--- src/rtl/gef_pkg.sv ---
// ----------------------------------------------------------------------------
// gef_pkg: shared types and constants for the quad grid topology unit
// Field widths, action codes, register indexes and pipeline payload records.
// ----------------------------------------------------------------------------
package gef_pkg;

	// field and internal widths
	localparam int NODE_W    = 11;           // node count register width
	localparam int COORD_W   = 10;           // col / row / face index width
	localparam int EDGE_W    = 21;           // edge number width
	localparam int H_W       = 2 * NODE_W;   // products of two node counts
	localparam int TOT_W     = H_W + 1;      // total edge count
	localparam int EXT_W     = EDGE_W + 1;   // divider compare width
	localparam int CFG_IDX_W = 1;
	localparam int VAL_W     = 2;
	localparam int SLOTS     = 4;            // results per item, at most
	localparam int SLOT_W    = 2;

	// register indexes
	localparam logic [CFG_IDX_W-1:0] REG_NODES_ACROSS = 1'b0;
	localparam logic [CFG_IDX_W-1:0] REG_NODES_DOWN   = 1'b1;

	localparam logic [NODE_W-1:0] NODES_MIN = 11'd2;

	// valence codes
	localparam logic [VAL_W-1:0] VAL_NONE = 2'd0;
	localparam logic [VAL_W-1:0] VAL_ONE  = 2'd1;
	localparam logic [VAL_W-1:0] VAL_TWO  = 2'd2;

	typedef enum logic [1:0] {
		ACT_EDGE_NODES   = 2'd0,
		ACT_FACE_EDGES   = 2'd1,
		ACT_FACE_NEIGH   = 2'd2,
		ACT_EDGE_VALENCE = 2'd3
	} action_t;

	// grid geometry, derived from the two node counts
	typedef struct packed {
		logic [NODE_W-1:0] ni;
		logic [NODE_W-1:0] nj;
		logic [NODE_W-1:0] fi;
		logic [NODE_W-1:0] fj;
		logic [H_W-1:0]    h;
		logic [TOT_W-1:0]  total;
	} cfg_t;

	typedef struct packed {
		action_t            action;
		logic [EDGE_W-1:0]  e;
		logic [COORD_W-1:0] c;
		logic [COORD_W-1:0] r;
	} item_t;

	typedef struct packed {
		item_t          item;
		logic           horiz;
		logic           bad_face;
		logic [H_W-1:0] pr;     // r * fi
		logic [H_W-1:0] pc;     // c * fj
	} prod_t;

	// sideband that rides along the divider
	typedef struct packed {
		action_t                       action;
		logic                          horiz;
		logic                          ok;
		logic                          bad_face;
		logic [COORD_W-1:0]            c;
		logic [COORD_W-1:0]            r;
		logic [SLOTS-1:0][EDGE_W-1:0]  edges;
	} side_t;

	typedef struct packed {
		side_t             side;
		logic [EDGE_W-1:0] rem;
		logic [NODE_W-1:0] dsr;
		logic [NODE_W-1:0] quo;
	} div_t;

	typedef struct packed {
		logic [COORD_W-1:0] col;
		logic [COORD_W-1:0] row;
		logic [EDGE_W-1:0]  edge_out;
		logic               found;
		logic [VAL_W-1:0]   valence;
	} res_t;

endpackage

--- src/rtl/gef_cfg.sv ---
// ----------------------------------------------------------------------------
// gef_cfg: node count registers and derived grid geometry
// Saturates writes into the legal range and keeps face and edge counts.
// ----------------------------------------------------------------------------
module gef_cfg #(
	parameter int CLAMP_HI = 1024
) (
	input  logic                            clk,
	input  logic                            arst_n,
	input  logic                            wr_en,
	input  logic [gef_pkg::CFG_IDX_W-1:0]   index,
	input  logic [gef_pkg::NODE_W-1:0]      wdata,
	output gef_pkg::cfg_t                   cfg
);
	import gef_pkg::*;

	localparam logic [NODE_W-1:0] LIM = NODE_W'(CLAMP_HI);

	logic [NODE_W-1:0] ni_q, nj_q, fi_q, fj_q;
	logic [NODE_W-1:0] wclamp;
	logic [H_W-1:0]    h_q, v_q;
	logic [TOT_W-1:0]  total_q;

	// saturate the written count
	always_comb begin
		wclamp = wdata;
		if (wdata > LIM)       wclamp = LIM;
		if (wdata < NODES_MIN) wclamp = NODES_MIN;
	end

	// node counts
	always_ff @(posedge clk or negedge arst_n) begin
		if (!arst_n) begin
			ni_q <= NODES_MIN;
			nj_q <= NODES_MIN;
		end else if (wr_en) begin
			if (index == REG_NODES_ACROSS) ni_q <= wclamp;
			else                           nj_q <= wclamp;
		end
	end

	// derived counts: faces and edge counts registered from the node counts, total from the edge counts
	always_ff @(posedge clk or negedge arst_n) begin
		if (!arst_n) begin
			fi_q    <= NODE_W'(1);
			fj_q    <= NODE_W'(1);
			h_q     <= H_W'(2);
			v_q     <= H_W'(2);
			total_q <= TOT_W'(4);
		end else begin
			fi_q    <= ni_q - NODE_W'(1);
			fj_q    <= nj_q - NODE_W'(1);
			h_q     <= H_W'(ni_q - NODE_W'(1)) * H_W'(nj_q);
			v_q     <= H_W'(ni_q) * H_W'(nj_q - NODE_W'(1));
			total_q <= TOT_W'(h_q) + TOT_W'(v_q);
		end
	end

	assign cfg.ni    = ni_q;
	assign cfg.nj    = nj_q;
	assign cfg.fi    = fi_q;
	assign cfg.fj    = fj_q;
	assign cfg.h     = h_q;
	assign cfg.total = total_q;

endmodule

--- src/rtl/gef_front.sv ---
// ----------------------------------------------------------------------------
// gef_front: input register, face products and divider setup
// Three pipeline stages ahead of the divider.
// ----------------------------------------------------------------------------
module gef_front (
	input  logic                          clk,
	input  logic                          arst_n,
	input  logic                          en,
	input  logic                          in_valid,
	input  logic [1:0]                    action,
	input  logic [gef_pkg::EDGE_W-1:0]    edge_number,
	input  logic [gef_pkg::COORD_W-1:0]   face_col,
	input  logic [gef_pkg::COORD_W-1:0]   face_row,
	input  gef_pkg::cfg_t                 cfg,
	output gef_pkg::div_t                 out,
	output logic                          out_valid
);
	import gef_pkg::*;

	item_t item_s1;
	prod_t prod_s2;
	div_t  div_s3;
	logic  v_s1, v_s2, v_s3;
	div_t  div_d;

	// valid bits
	always_ff @(posedge clk or negedge arst_n) begin
		if (!arst_n) begin
			v_s1 <= 1'b0;
			v_s2 <= 1'b0;
			v_s3 <= 1'b0;
		end else if (en) begin
			v_s1 <= in_valid;
			v_s2 <= v_s1;
			v_s3 <= v_s2;
		end
	end

	// stage 1: input transfer
	always_ff @(posedge clk) begin
		if (en) begin
			item_s1.action <= action_t'(action);
			item_s1.e      <= edge_number;
			item_s1.c      <= face_col;
			item_s1.r      <= face_row;
		end
	end

	// stage 2: face products, edge class, face range check
	always_ff @(posedge clk) begin
		if (en) begin
			prod_s2.item     <= item_s1;
			prod_s2.pr       <= H_W'(item_s1.r) * H_W'(cfg.fi);
			prod_s2.pc       <= H_W'(item_s1.c) * H_W'(cfg.fj);
			prod_s2.horiz    <= H_W'(item_s1.e) < cfg.h;
			prod_s2.bad_face <= (NODE_W'(item_s1.c) >= cfg.fi) ||
			                    (NODE_W'(item_s1.r) >= cfg.fj);
		end
	end

	// stage 3: face edge numbers, edge range check, dividend and divisor
	always_comb begin
		div_d.side.action   = prod_s2.item.action;
		div_d.side.horiz    = prod_s2.horiz;
		div_d.side.bad_face = prod_s2.bad_face;
		div_d.side.c        = prod_s2.item.c;
		div_d.side.r        = prod_s2.item.r;
		div_d.side.ok       = TOT_W'(prod_s2.item.e) < cfg.total;
		div_d.side.edges[0] = EDGE_W'(prod_s2.pr + H_W'(prod_s2.item.c));
		div_d.side.edges[1] = EDGE_W'(prod_s2.pr + H_W'(cfg.fi) + H_W'(prod_s2.item.c));
		div_d.side.edges[2] = EDGE_W'(prod_s2.pc + H_W'(prod_s2.item.r) + cfg.h);
		div_d.side.edges[3] = EDGE_W'(prod_s2.pc + H_W'(cfg.fj) + H_W'(prod_s2.item.r)
		                              + cfg.h);
		div_d.rem = prod_s2.horiz ? prod_s2.item.e
		                          : EDGE_W'(H_W'(prod_s2.item.e) - cfg.h);
		div_d.dsr = prod_s2.horiz ? cfg.fi : cfg.fj;
		div_d.quo = '0;
	end

	always_ff @(posedge clk) begin
		if (en) div_s3 <= div_d;
	end

	assign out       = div_s3;
	assign out_valid = v_s3;

endmodule

--- src/rtl/gef_div.sv ---
// ----------------------------------------------------------------------------
// gef_div: pipelined restoring divider
// One quotient bit per stage, QW stages; the sideband travels alongside.
// ----------------------------------------------------------------------------
module gef_div #(
	parameter int QW = 10
) (
	input  logic           clk,
	input  logic           arst_n,
	input  logic           en,
	input  gef_pkg::div_t  in,
	input  logic           in_valid,
	output gef_pkg::div_t  out,
	output logic           out_valid
);
	import gef_pkg::*;

	div_t stage_s   [QW];
	logic stage_v_s [QW];

	for (genvar k = 0; k < QW; k++) begin : g_stage
		localparam int BIT = QW - 1 - k;
		div_t src, nxt;
		logic src_v;
		logic [EXT_W-1:0] sh, trial;

		if (k == 0) begin : g_first
			assign src   = in;
			assign src_v = in_valid;
		end else begin : g_next
			assign src   = stage_s[k-1];
			assign src_v = stage_v_s[k-1];
		end

		// trial subtract of the shifted divisor
		always_comb begin
			sh    = EXT_W'(src.dsr) << BIT;
			trial = EXT_W'(src.rem);
			nxt   = src;
			if (trial >= sh) begin
				nxt.rem      = EDGE_W'(trial - sh);
				nxt.quo[BIT] = 1'b1;
			end
		end

		always_ff @(posedge clk or negedge arst_n) begin
			if (!arst_n)  stage_v_s[k] <= 1'b0;
			else if (en)  stage_v_s[k] <= src_v;
		end

		always_ff @(posedge clk) begin
			if (en) stage_s[k] <= nxt;
		end
	end

	assign out       = stage_s[QW-1];
	assign out_valid = stage_v_s[QW-1];

	// an in-range edge leaves a remainder below the divisor
	a_rem_below_dsr: assert property (@(posedge clk) disable iff (!arst_n)
		(out_valid && out.side.ok) |-> (out.rem < EDGE_W'(out.dsr)))
		else $error("divider remainder not below divisor");

endmodule

--- src/rtl/gef_back.sv ---
// ----------------------------------------------------------------------------
// gef_back: result builder and output register
// Forms up to four results per item and sends them one per transfer.
// ----------------------------------------------------------------------------
module gef_back (
	input  logic                          clk,
	input  logic                          arst_n,
	input  gef_pkg::div_t                 in,
	input  logic                          in_valid,
	input  gef_pkg::cfg_t                 cfg,
	output logic                          take,
	output logic                          rsp_valid,
	input  logic                          rsp_stall,
	output logic [gef_pkg::COORD_W-1:0]   col,
	output logic [gef_pkg::COORD_W-1:0]   row,
	output logic [gef_pkg::EDGE_W-1:0]    edge_out,
	output logic                          found,
	output logic [gef_pkg::VAL_W-1:0]     valence,
	output logic                          last
);
	import gef_pkg::*;

	res_t [SLOTS-1:0]  slot_q, slot_d;
	logic [SLOT_W-1:0] nlast_q, nlast_d, idx_q;
	logic              hold_v_q;
	logic              xfer;
	logic [NODE_W-1:0] ec, er, ce, re;
	logic              edge_end;
	res_t              cur;

	// edge coordinates from quotient and remainder
	assign ec = in.side.horiz ? NODE_W'(in.rem) : in.quo;
	assign er = in.side.horiz ? in.quo : NODE_W'(in.rem);
	assign ce = NODE_W'(in.side.c);
	assign re = NODE_W'(in.side.r);
	assign edge_end = in.side.horiz ? (er == '0 || er == cfg.nj - NODE_W'(1))
	                                : (ec == '0 || ec == cfg.ni - NODE_W'(1));

	// build the result slots of one item
	always_comb begin
		slot_d  = '0;
		nlast_d = SLOT_W'(SLOTS - 1);
		unique case (in.side.action)
			ACT_EDGE_NODES: begin
				nlast_d = SLOT_W'(1);
				if (in.side.ok) begin
					slot_d[0].col   = COORD_W'(ec);
					slot_d[0].row   = COORD_W'(er);
					slot_d[0].found = 1'b1;
					slot_d[1].col   = COORD_W'(in.side.horiz ? ec + NODE_W'(1) : ec);
					slot_d[1].row   = COORD_W'(in.side.horiz ? er : er + NODE_W'(1));
					slot_d[1].found = 1'b1;
				end
			end
			ACT_EDGE_VALENCE: begin
				nlast_d         = '0;
				slot_d[0].found = in.side.ok;
				if (in.side.ok) slot_d[0].valence = edge_end ? VAL_ONE : VAL_TWO;
				else            slot_d[0].valence = VAL_NONE;
			end
			ACT_FACE_EDGES: begin
				if (!in.side.bad_face) begin
					for (int k = 0; k < SLOTS; k++) begin
						slot_d[k].edge_out = in.side.edges[k];
						slot_d[k].found    = 1'b1;
					end
				end
			end
			ACT_FACE_NEIGH: begin
				if (!in.side.bad_face) begin
					// below, above, left, right
					if (re != '0) begin
						slot_d[0].col   = in.side.c;
						slot_d[0].row   = COORD_W'(re - NODE_W'(1));
						slot_d[0].found = 1'b1;
					end
					if (re + NODE_W'(1) < cfg.fj) begin
						slot_d[1].col   = in.side.c;
						slot_d[1].row   = COORD_W'(re + NODE_W'(1));
						slot_d[1].found = 1'b1;
					end
					if (ce != '0) begin
						slot_d[2].col   = COORD_W'(ce - NODE_W'(1));
						slot_d[2].row   = in.side.r;
						slot_d[2].found = 1'b1;
					end
					if (ce + NODE_W'(1) < cfg.fi) begin
						slot_d[3].col   = COORD_W'(ce + NODE_W'(1));
						slot_d[3].row   = in.side.r;
						slot_d[3].found = 1'b1;
					end
				end
			end
		endcase
	end

	// output register takes a new item once the last result has moved
	assign xfer = hold_v_q && !rsp_stall;
	assign take = !hold_v_q || (xfer && idx_q == nlast_q);

	always_ff @(posedge clk or negedge arst_n) begin
		if (!arst_n) begin
			hold_v_q <= 1'b0;
			idx_q    <= '0;
		end else if (take) begin
			hold_v_q <= in_valid;
			idx_q    <= '0;
		end else if (xfer) begin
			idx_q    <= idx_q + SLOT_W'(1);
		end
	end

	always_ff @(posedge clk) begin
		if (take && in_valid) begin
			slot_q  <= slot_d;
			nlast_q <= nlast_d;
		end
	end

	assign cur       = slot_q[idx_q];
	assign rsp_valid = hold_v_q;
	assign col       = cur.col;
	assign row       = cur.row;
	assign edge_out  = cur.edge_out;
	assign found     = cur.found;
	assign valence   = cur.valence;
	assign last      = idx_q == nlast_q;

	a_idx_bound: assert property (@(posedge clk) disable iff (!arst_n)
		hold_v_q |-> (idx_q <= nlast_q))
		else $error("result index past last slot");

	a_idx_step: assert property (@(posedge clk) disable iff (!arst_n)
		(xfer && !last) |=> (hold_v_q && idx_q == $past(idx_q) + SLOT_W'(1)))
		else $error("result sequence broken");

endmodule

--- src/rtl/grid_edge_face_topology_top.sv ---
// ----------------------------------------------------------------------------
// grid_edge_face_topology_top: structured quad grid topology unit
// Edge end nodes, face edges, face neighbours and edge valence on a grid
// whose node counts per axis are set through the configuration port.
// ----------------------------------------------------------------------------
// Usage:
//   Queries come in on the req channel (req_valid / req_stall) and results
//   leave on the rsp channel (rsp_valid / rsp_stall); last marks the final
//   result of a query. Edge end nodes give two results, face edges and face
//   neighbours four, edge valence one.
//   Node counts are written with cfg_wr_en / cfg_index / cfg_wdata while the
//   block is idle; the derived counts are registered from them.
//   Path: a query passes the input, product and setup registers, then the QW
//   stages of the pipelined divider, one quotient bit each, and then the
//   output register that holds its results.
//   Throughput: a query enters every cycle while req_stall is low; the rsp
//   channel moves one result per cycle while rsp_stall is low.
//   Reset: both node counts return to 2 and the pipeline empties.
//   Stall: while the output register cannot take a new item and the divider
//   has a valid item at its end, the pipeline freezes and req_stall rises.
// ----------------------------------------------------------------------------
module grid_edge_face_topology_top #(
	parameter int MAX_NODES_PER_AXIS = 1024
) (
	input  logic                            clk,
	input  logic                            arst_n,
	input  logic                            cfg_wr_en,
	input  logic [gef_pkg::CFG_IDX_W-1:0]   cfg_index,
	input  logic [gef_pkg::NODE_W-1:0]      cfg_wdata,
	input  logic                            req_valid,
	output logic                            req_stall,
	input  logic [1:0]                      action,
	input  logic [gef_pkg::EDGE_W-1:0]      edge_number,
	input  logic [gef_pkg::COORD_W-1:0]     face_col,
	input  logic [gef_pkg::COORD_W-1:0]     face_row,
	output logic                            rsp_valid,
	input  logic                            rsp_stall,
	output logic [gef_pkg::COORD_W-1:0]     col,
	output logic [gef_pkg::COORD_W-1:0]     row,
	output logic [gef_pkg::EDGE_W-1:0]      edge_out,
	output logic                            found,
	output logic [gef_pkg::VAL_W-1:0]       valence,
	output logic                            last
);
	import gef_pkg::*;

	// counts saturate at the parameter and at the register width
	localparam int CLAMP_HI = (MAX_NODES_PER_AXIS > 2047) ? 2047 : MAX_NODES_PER_AXIS;
	localparam int QW       = $clog2(CLAMP_HI);

	cfg_t cfg;
	div_t front_out, div_out;
	logic front_v, div_v;
	logic take, en;

	// whole pipeline moves unless its last stage is blocked
	assign en        = !div_v || take;
	assign req_stall = !en;

	gef_cfg #(.CLAMP_HI(CLAMP_HI)) u_cfg (
		.clk    (clk),
		.arst_n (arst_n),
		.wr_en  (cfg_wr_en),
		.index  (cfg_index),
		.wdata  (cfg_wdata),
		.cfg    (cfg)
	);

	gef_front u_front (
		.clk         (clk),
		.arst_n      (arst_n),
		.en          (en),
		.in_valid    (req_valid),
		.action      (action),
		.edge_number (edge_number),
		.face_col    (face_col),
		.face_row    (face_row),
		.cfg         (cfg),
		.out         (front_out),
		.out_valid   (front_v)
	);

	gef_div #(.QW(QW)) u_div (
		.clk       (clk),
		.arst_n    (arst_n),
		.en        (en),
		.in        (front_out),
		.in_valid  (front_v),
		.out       (div_out),
		.out_valid (div_v)
	);

	gef_back u_back (
		.clk       (clk),
		.arst_n    (arst_n),
		.in        (div_out),
		.in_valid  (div_v),
		.cfg       (cfg),
		.take      (take),
		.rsp_valid (rsp_valid),
		.rsp_stall (rsp_stall),
		.col       (col),
		.row       (row),
		.edge_out  (edge_out),
		.found     (found),
		.valence   (valence),
		.last      (last)
	);

endmodule
--- config.mk ---
export PLATFORM = sky130hd
export DESIGN_NAME = grid_edge_face_topology_top
export DESIGN_NICKNAME = d
export VERILOG_FILES = /design/src/rtl/gef_pkg.sv /design/src/rtl/gef_cfg.sv /design/src/rtl/gef_front.sv /design/src/rtl/gef_div.sv /design/src/rtl/gef_back.sv /design/src/rtl/grid_edge_face_topology_top.sv
export SDC_FILE = /design/constraint.sdc
export NUM_CORES = 2
export LEC_CHECK = 0
export ABC_AREA = 0
export ABC_CLOCK_PERIOD_IN_PS = 52500
export BUFFER_PORTS_ARGS = -buffer_cell sky130_fd_sc_hd__buf_4
export CORE_MARGIN = 2
export CORE_UTILIZATION = 57
export CTS_CLUSTER_SIZE = 40
export DETAILED_ROUTE_END_ITERATION = 8
export PLACE_DENSITY_LB_ADDON = 0.1
export SLEW_MARGIN = 20
export SYNTH_ARGS = -nofsm -noshare
export SYNTH_HDL_FRONTEND = slang
export SYNTH_SLANG_ARGS = --single-unit
--- constraint.sdc ---
create_clock -name clk -period 52.5 [get_ports clk]
set_clock_uncertainty 0.15 [all_clocks]
set_input_delay 0 -clock clk [delete_from_list [all_inputs] [get_ports clk]]
set_output_delay 0 -clock clk [all_outputs]
set_load 0.02 [all_outputs]
Word level (Yosys, flattened, before mapping)
Memory sizes are Yosys's and may differ from the RTL's.
Cells that the tools add are included.
- flip-flop bits (word level): 570
- bits in latches: 0
- RAM bits: 1520
- bits in read-only memories: 0
- input bits: 60
- output and inout port bits: 47
- memories: 1
- memories (memory ; words ; bits a word ; read ports ; clocked after memory_dff ; write ports ; line ; RTL):
    u_div.stage_s ; 10 ; 152 ; 10 ; 0 ; 10 ; gef_div.sv:18 ; div_t stage_s [QW];
- $add $sub $neg: 31
- multipliers: 4
- div/mod/pow operators: 0
- order comparisons: 19
- eq/ne operators: 6
- shift operators: 0
- multiplexer cells: 62
- bitwise gates (word level): 5
- reduce and logical (&&, ||, !) cells: 24
- operator list (operator ; number):
    $mux 21 ; 11
    $mux 20 ; 6
    $bmux 44 s2 ; 1
    $add 21x10->21 ; 4
    $pmux 20 s2 ; 2
    $mux 11 ; 5
    $mux 44 ; 1
    $add 21x11->21 ; 2
    $add 21x21->21 ; 2
    $mul 10x11->21 ; 2
    $mux 1 ; 26
    $sub 11x1->12 const B ; 2
    $add 22x22->23 ; 1
    $lt 21x23->1 ; 1
    $add 10x1->11 const B ; 2
    $eq 11x11->1 ; 2
    $ge 10x11->1 ; 2
    $logic_not 11->1 ; 2
    $lt 11x11->1 ; 2
    $lt 21x22->1 ; 1
    $mul 11x22->22 ; 1
    $mul 22x11->22 ; 1
    $reduce_bool 11->1 ; 2
    $sub 11x1->11 const B ; 2
    other kinds (45) ; 68

Logic depth before layout (Yosys ltp)
- word-level depth: 7
- depth in mapped cells: 28

Hierarchy
From an unflattened synthesis, not the netlist that was laid out.
- cell total of the unflattened synthesis: 7114
- area total of the unflattened synthesis: 100600.2 sq um
- modules (own cells, without submodules) (module ; times used ; cells each ; area an instance (sq um) ; seq. area each (sq um)):
    gef_div ; 1 ; 2699 ; 53775.3 ; 45894.0
    gef_front ; 1 ; 2066 ; 22631.7 ; 8212.9
    gef_cfg ; 1 ; 1490 ; 13868.3 ; 2786.4
    gef_back ; 1 ; 857 ; 10312.4 ; 5240.0
    grid_edge_face_topology_top ; 1 ; 2 ; 12.5 ; 0.0

Least setup slack after synthesis
Ideal clock, no wire load.
- path kind: register to register
- start: register u_back.idx_q[1]
- end: memory u_div.stage_s[0][100] in the netlist's numbering, enable pin
- setup time: 2.742 ns
- arrival time: 47.119 ns
- path slack: 2.489 ns
- cell stages (with the launch flop): 6
- buffers on the path: 1
- period minus slack after synthesis: 50.011 ns
- cell sequence: dfrtp_1 xor2_1 o31ai_1 inv_1 nand2_1 buf_1
- RTL lines (element ; line ; RTL):
    start: declaration ; gef_back.sv:24 ; logic [SLOT_W-1:0] nlast_q, nlast_d, idx_q;
    start signal: assignment ; gef_back.sv:109 ; idx_q <= idx_q + SLOT_W'(1);
    end: declaration ; gef_div.sv:18 ;

Worst setup path after layout
- start: register u_cfg.nj_q[4]
- end: register u_cfg.v_q[21]
- cells in the longest elaborated chain, start to end: 2
- ends and longest elaborated chain (element ; line ; RTL):
    start: declaration ; gef_cfg.sv:19 ; logic [NODE_W-1:0] ni_q, nj_q, fi_q, fj_q;
    start signal: assignment ; gef_cfg.sv:38 ; else nj_q <= wclamp;
    $sub 11x1->12 ; gef_cfg.sv:54 ; v_q <= H_W'(ni_q) * H_W'(nj_q - NODE_W'(1));
    $mul 11x22->22 ; gef_cfg.sv:54 ;
    end signal: assignment ; gef_cfg.sv:54 ;
    end: declaration ; gef_cfg.sv:21 ; logic [H_W-1:0] h_q, v_q;
No other way between the ends.
A chain may end at the register's enable or synchronous reset.

==> results by group <==
Outcome
  – Outcome: completed

Clock network
  – CTS tree: done
  – Hold_buf cts: between 100 and 150
  – Postcts setup bufs: 0
  – Clock sink total: 2013
  – Post-cts sizing count: 0
  – CTS clk-pin slew, worst paths: 0.06 ns
  – Total CTS buffers: around 200
  – H-tree levels: 4
  – Clock latency on the worst-skew pair: 0.86 ns
  – Root buf cell: clkbuf_16
  – Max clock buf depth: 3

Die
  – FP Rows: 150
  – Core ar.: around 0.17 mm2
  – Die Span Y: 415 um
  – Die area: ~0.17 mm2
  – Die Wd: 415 um
  – Top Ports: 107
  – Initial core utilization: 57.5%

Synthesis
  – Number of synthesized register bits: roughly 2000
  – Mapped Area: 0.0964 mm2
  – Synth Flop Type: edfxtp_1
  – Mapped Avg Cell Area: 14.2 um2
  – Yosys warning total: 0
  – Dominant cells by area after synthesis: edfxtp_1 (59%), fa_1 (9.2%), ha_1 (6.6%)
  – Post-synth top area cell: edfxtp_1
  – Distinct cells, synth: 87
  – Share of the synthesized area in the top cell type: ~59%
  – Seq/Total Area, Yosys: 62.1%
  – Mapped Cells: ~6800
  – Syn Nets: 7796
  – Post-synth EDFFs: 1886
  – FFs w/ async S/R, synth: 6.31%

GRT
  – Total GRT Usage: 23.9%
  – Vias in the first global route: 52796
  – Largest net degree at the start of global routing: 202
  – Wire length of the first global-routing pass: 311000 um
  – Initial antenna violation count: 11
  – Grt ovf: 0

Timing
  – F_max: 129 MHz
  – Setup TNS: 0 ns
  – Relative slew slack: 23.4%
  – Setup ws final: roughly 45 ns
  – Endpoints failing setup: 0
  – Fin. max-slew vios: 0
  – RSZ-0062 raised after global routing: false
  – Worst slew pin tran: 1.12 ns
  – Final period util: between 10% and 20%
  – Post-layout minimum cycle time: 7.73 ns
  – Hold Fails Final Rpt: 0

Placed design
  – Area post-placement: between 0.09 and 0.1 mm2
  – Final GP Congestion: 0.883
  – IO Port Bufs: 106
  – Place WS: roughly 45 ns
  – Detail Placement HPWL: 144000 um

Worst setup path
  – WP data required: 53.03 ns
  – Worst reg2reg setup slack: ~45 ns
  – Arrival @ worst endpoint: 8.26 ns
  – CP cell instances: nor4_1, nand2_1, or4_1, xor2_1, clkinv_1, nand2_1, fa_1, inv_1, fa_1, fa_1, fa_1, inv_1, fa_1, inv_1, ha_1, a21o_1, a21o_1, a21oi_1, nor2_1, a221o_1, or3_1, a31o_2, a21oi_1, xnor2_1
  – Crit. End Element: flop
  – CP Launch Type: flop
  – CP Depth: 24
  – CP max-delay cell: dfrtp_1
  – Crit-path max FO: 16
  – Most frequent CP cell: fa_1
  – Cells on worst reg2reg path: 24
  – Critical path's top delay family: adder cells
  – Setup crit end: u_cfg.v_q[21]$_DFF_PN0_
  – Crit path buf inv count: 4
  – Worst r2r src: u_cfg.nj_q[4]$_DFFE_PN0P_
  – WS Path Type: flop to flop
  – CP Launch Point: u_cfg.nj_q[4]$_DFFE_PN0P_
  – FF-to-FF End: u_cfg.v_q[21]$_DFF_PN0_
  – Largest stage delay, worst path: around 0.63 ns

Layout
  – Final non-filler cell area: 0.108 mm2
  – Share of cells above drive strength 1: under 10%
  – NumNets Final: 8123
  – Fin util: 64.2%
  – Area growth syn-to-layout: 11.7%

Drt
  – DRT iter0 DRCs: 4485
  – Drt first pass iters: 6
  – ANT nets after route: 0
  – Vias: 52151
  – DR DRC count: 0
  – Average wire per standard cell: around 21 um
  – Via/cell ratio: 5.50
  – Detailed Route WL: 201000 um

Job
  – Max-cap violation count: 0

Min path
  – Hold/Removal Path Class: primary input to flop
## cell usage after synthesis (30+ instances only)
library cell and count:
edfxtp_1 1886, inv_1 760, ha_1 511, nand2_1 494
fa_1 445, nor2_1 320, and2_1 270, xnor2_1 257
a21oi_1 233, o21ai_0 205, clkbuf_1 154, xor2_1 122
dfrtp_1 120, nor2b_1 86, nor3_1 81, a21o_1 75
nand2b_1 75, nand3_1 66, o21a_1 49, and3_1 48
mux4_2 42, nand4_1 35, nor4_1 30
## state kept, by name (all words and copies together) (netlist names), 2 cells and up
name	cells
u_front.item_s1	43
u_div.stage_s	1443
u_front.div_d	24
u_cfg.fj_q	11
u_front.out	141
u_front.prod_s2	63
u_cfg.total_q	23
u_back.slot_q	170
u_cfg.h_q	22
u_div.g_stage.src_v	9
u_cfg.fi_q	11
u_cfg.nj_q	11
u_back.nlast_q	2
u_back.idx_q	2
u_cfg.ni_q	11
u_cfg.v_q	22
## final cells by class
| class | count | area (um2) |
|---|---|---|
| Antenna cell | 1 | 2.50 |
| Sequential cell | 2013 | 59800 |
| Timing Repair Buffer | 307 | 2710 |
| Tap cell | 2204 | 2760 |
| Clock inverter | 124 | 1340 |
| Fill cell | 12164 | 59900 |
| Clock buffer | 241 | 5170 |
| Multi-Input combinational cell | 3821 | 33000 |
| Inverter | 766 | 2880 |
## per-layer routing
metal	vias up	track usage [%]	wire length (um)
met5	-	0	13
met4	2	8.62	7200
li1	24437	-	-
met2	1365	37.2	93700
met3	350	3.96	11200
met1	25997	34.2	88900
## metrics by stage
step | hold slack [ns] | instances
floorplan | -0.446 | 6780
global placement | -0.139 | 8980
detailed placement | -0.132 | 8980
CTS | 0.0913 | 9475
global route | 0.149 | 9476
finish | 0.153 | 9477
## cell usage in the layout (no fill, tap or decap), types with 38 or more instances in the layout
cell type | synthesis | final
nor2_1 | 320 | 320
dfrtp_1 | 120 | 118
and3_1 | 48 | 48
and2_1 | 270 | 269
a21oi_1 | 233 | 233
o21ai_0 | 205 | 205
edfxtp_1 | 1886 | 1886
clkinv_1 | 4 | 38
xnor2_1 | 257 | 257
xor2_1 | 122 | 122
clkbuf_1 | 154 | 38
ha_1 | 511 | 511
inv_1 | 760 | 760
buf_4 | 0 | 169
nand3_1 | 66 | 66
clkinv_2 | 1 | 42
a21o_1 | 75 | 75
fa_1 | 445 | 445
nand2b_1 | 75 | 75
nand2_1 | 494 | 493
clkbuf_16 | 0 | 198
dlygate4sd3_1 | 0 | 129
nor3_1 | 81 | 81
mux4_2 | 42 | 42
o21a_1 | 49 | 49
nor2b_1 | 86 | 85
## worst min-delay path, stage by stage
cell and delay [ns]:
dlygate4sd3_1 0.55, buf_4 0.15, inv_1 0.04, a21oi_1 0.08, mux2_2 0.26
## cells by family after synthesis
| logic type | count (synthesis) | share of synthesized area, % |
|---|---|---|
| and+or+nand+nor | 1596 | 8.17 |
| DFF | 2013 | 62.1 |
| xor gates and xnor gates | 379 | 3.44 |
| adders and majority gates | 956 | 15.9 |
| AOI/OAI and AO/OA | 797 | 5.17 |
| muxes | 93 | 1.55 |
| buffers and inverters | 946 | 3.70 |
## worst min path at each step
| stage | cells after the start | endpoint | startpoint |
|---|---|---|---|
| after floorplan | 0 | u_back.idx_q[0]$_DFFE_PN0P_ | arst_n |
| after global placement | 1 | u_cfg.ni_q[10]$_DFFE_PN0P_ | arst_n |
| after detailed placement | 1 | u_cfg.ni_q[10]$_DFFE_PN0P_ | arst_n |
| after CTS | 5 | u_cfg.nj_q[1]$_DFFE_PN1P_ | cfg_wdata[1] |
| after global routing | 5 | u_cfg.nj_q[1]$_DFFE_PN1P_ | cfg_wdata[1] |
| final | 5 | u_cfg.nj_q[1]$_DFFE_PN1P_ | cfg_wdata[1] |
Power is not shown: default switching activity piles up to over one toggle a cycle in this logic, so the estimate is an artifact.
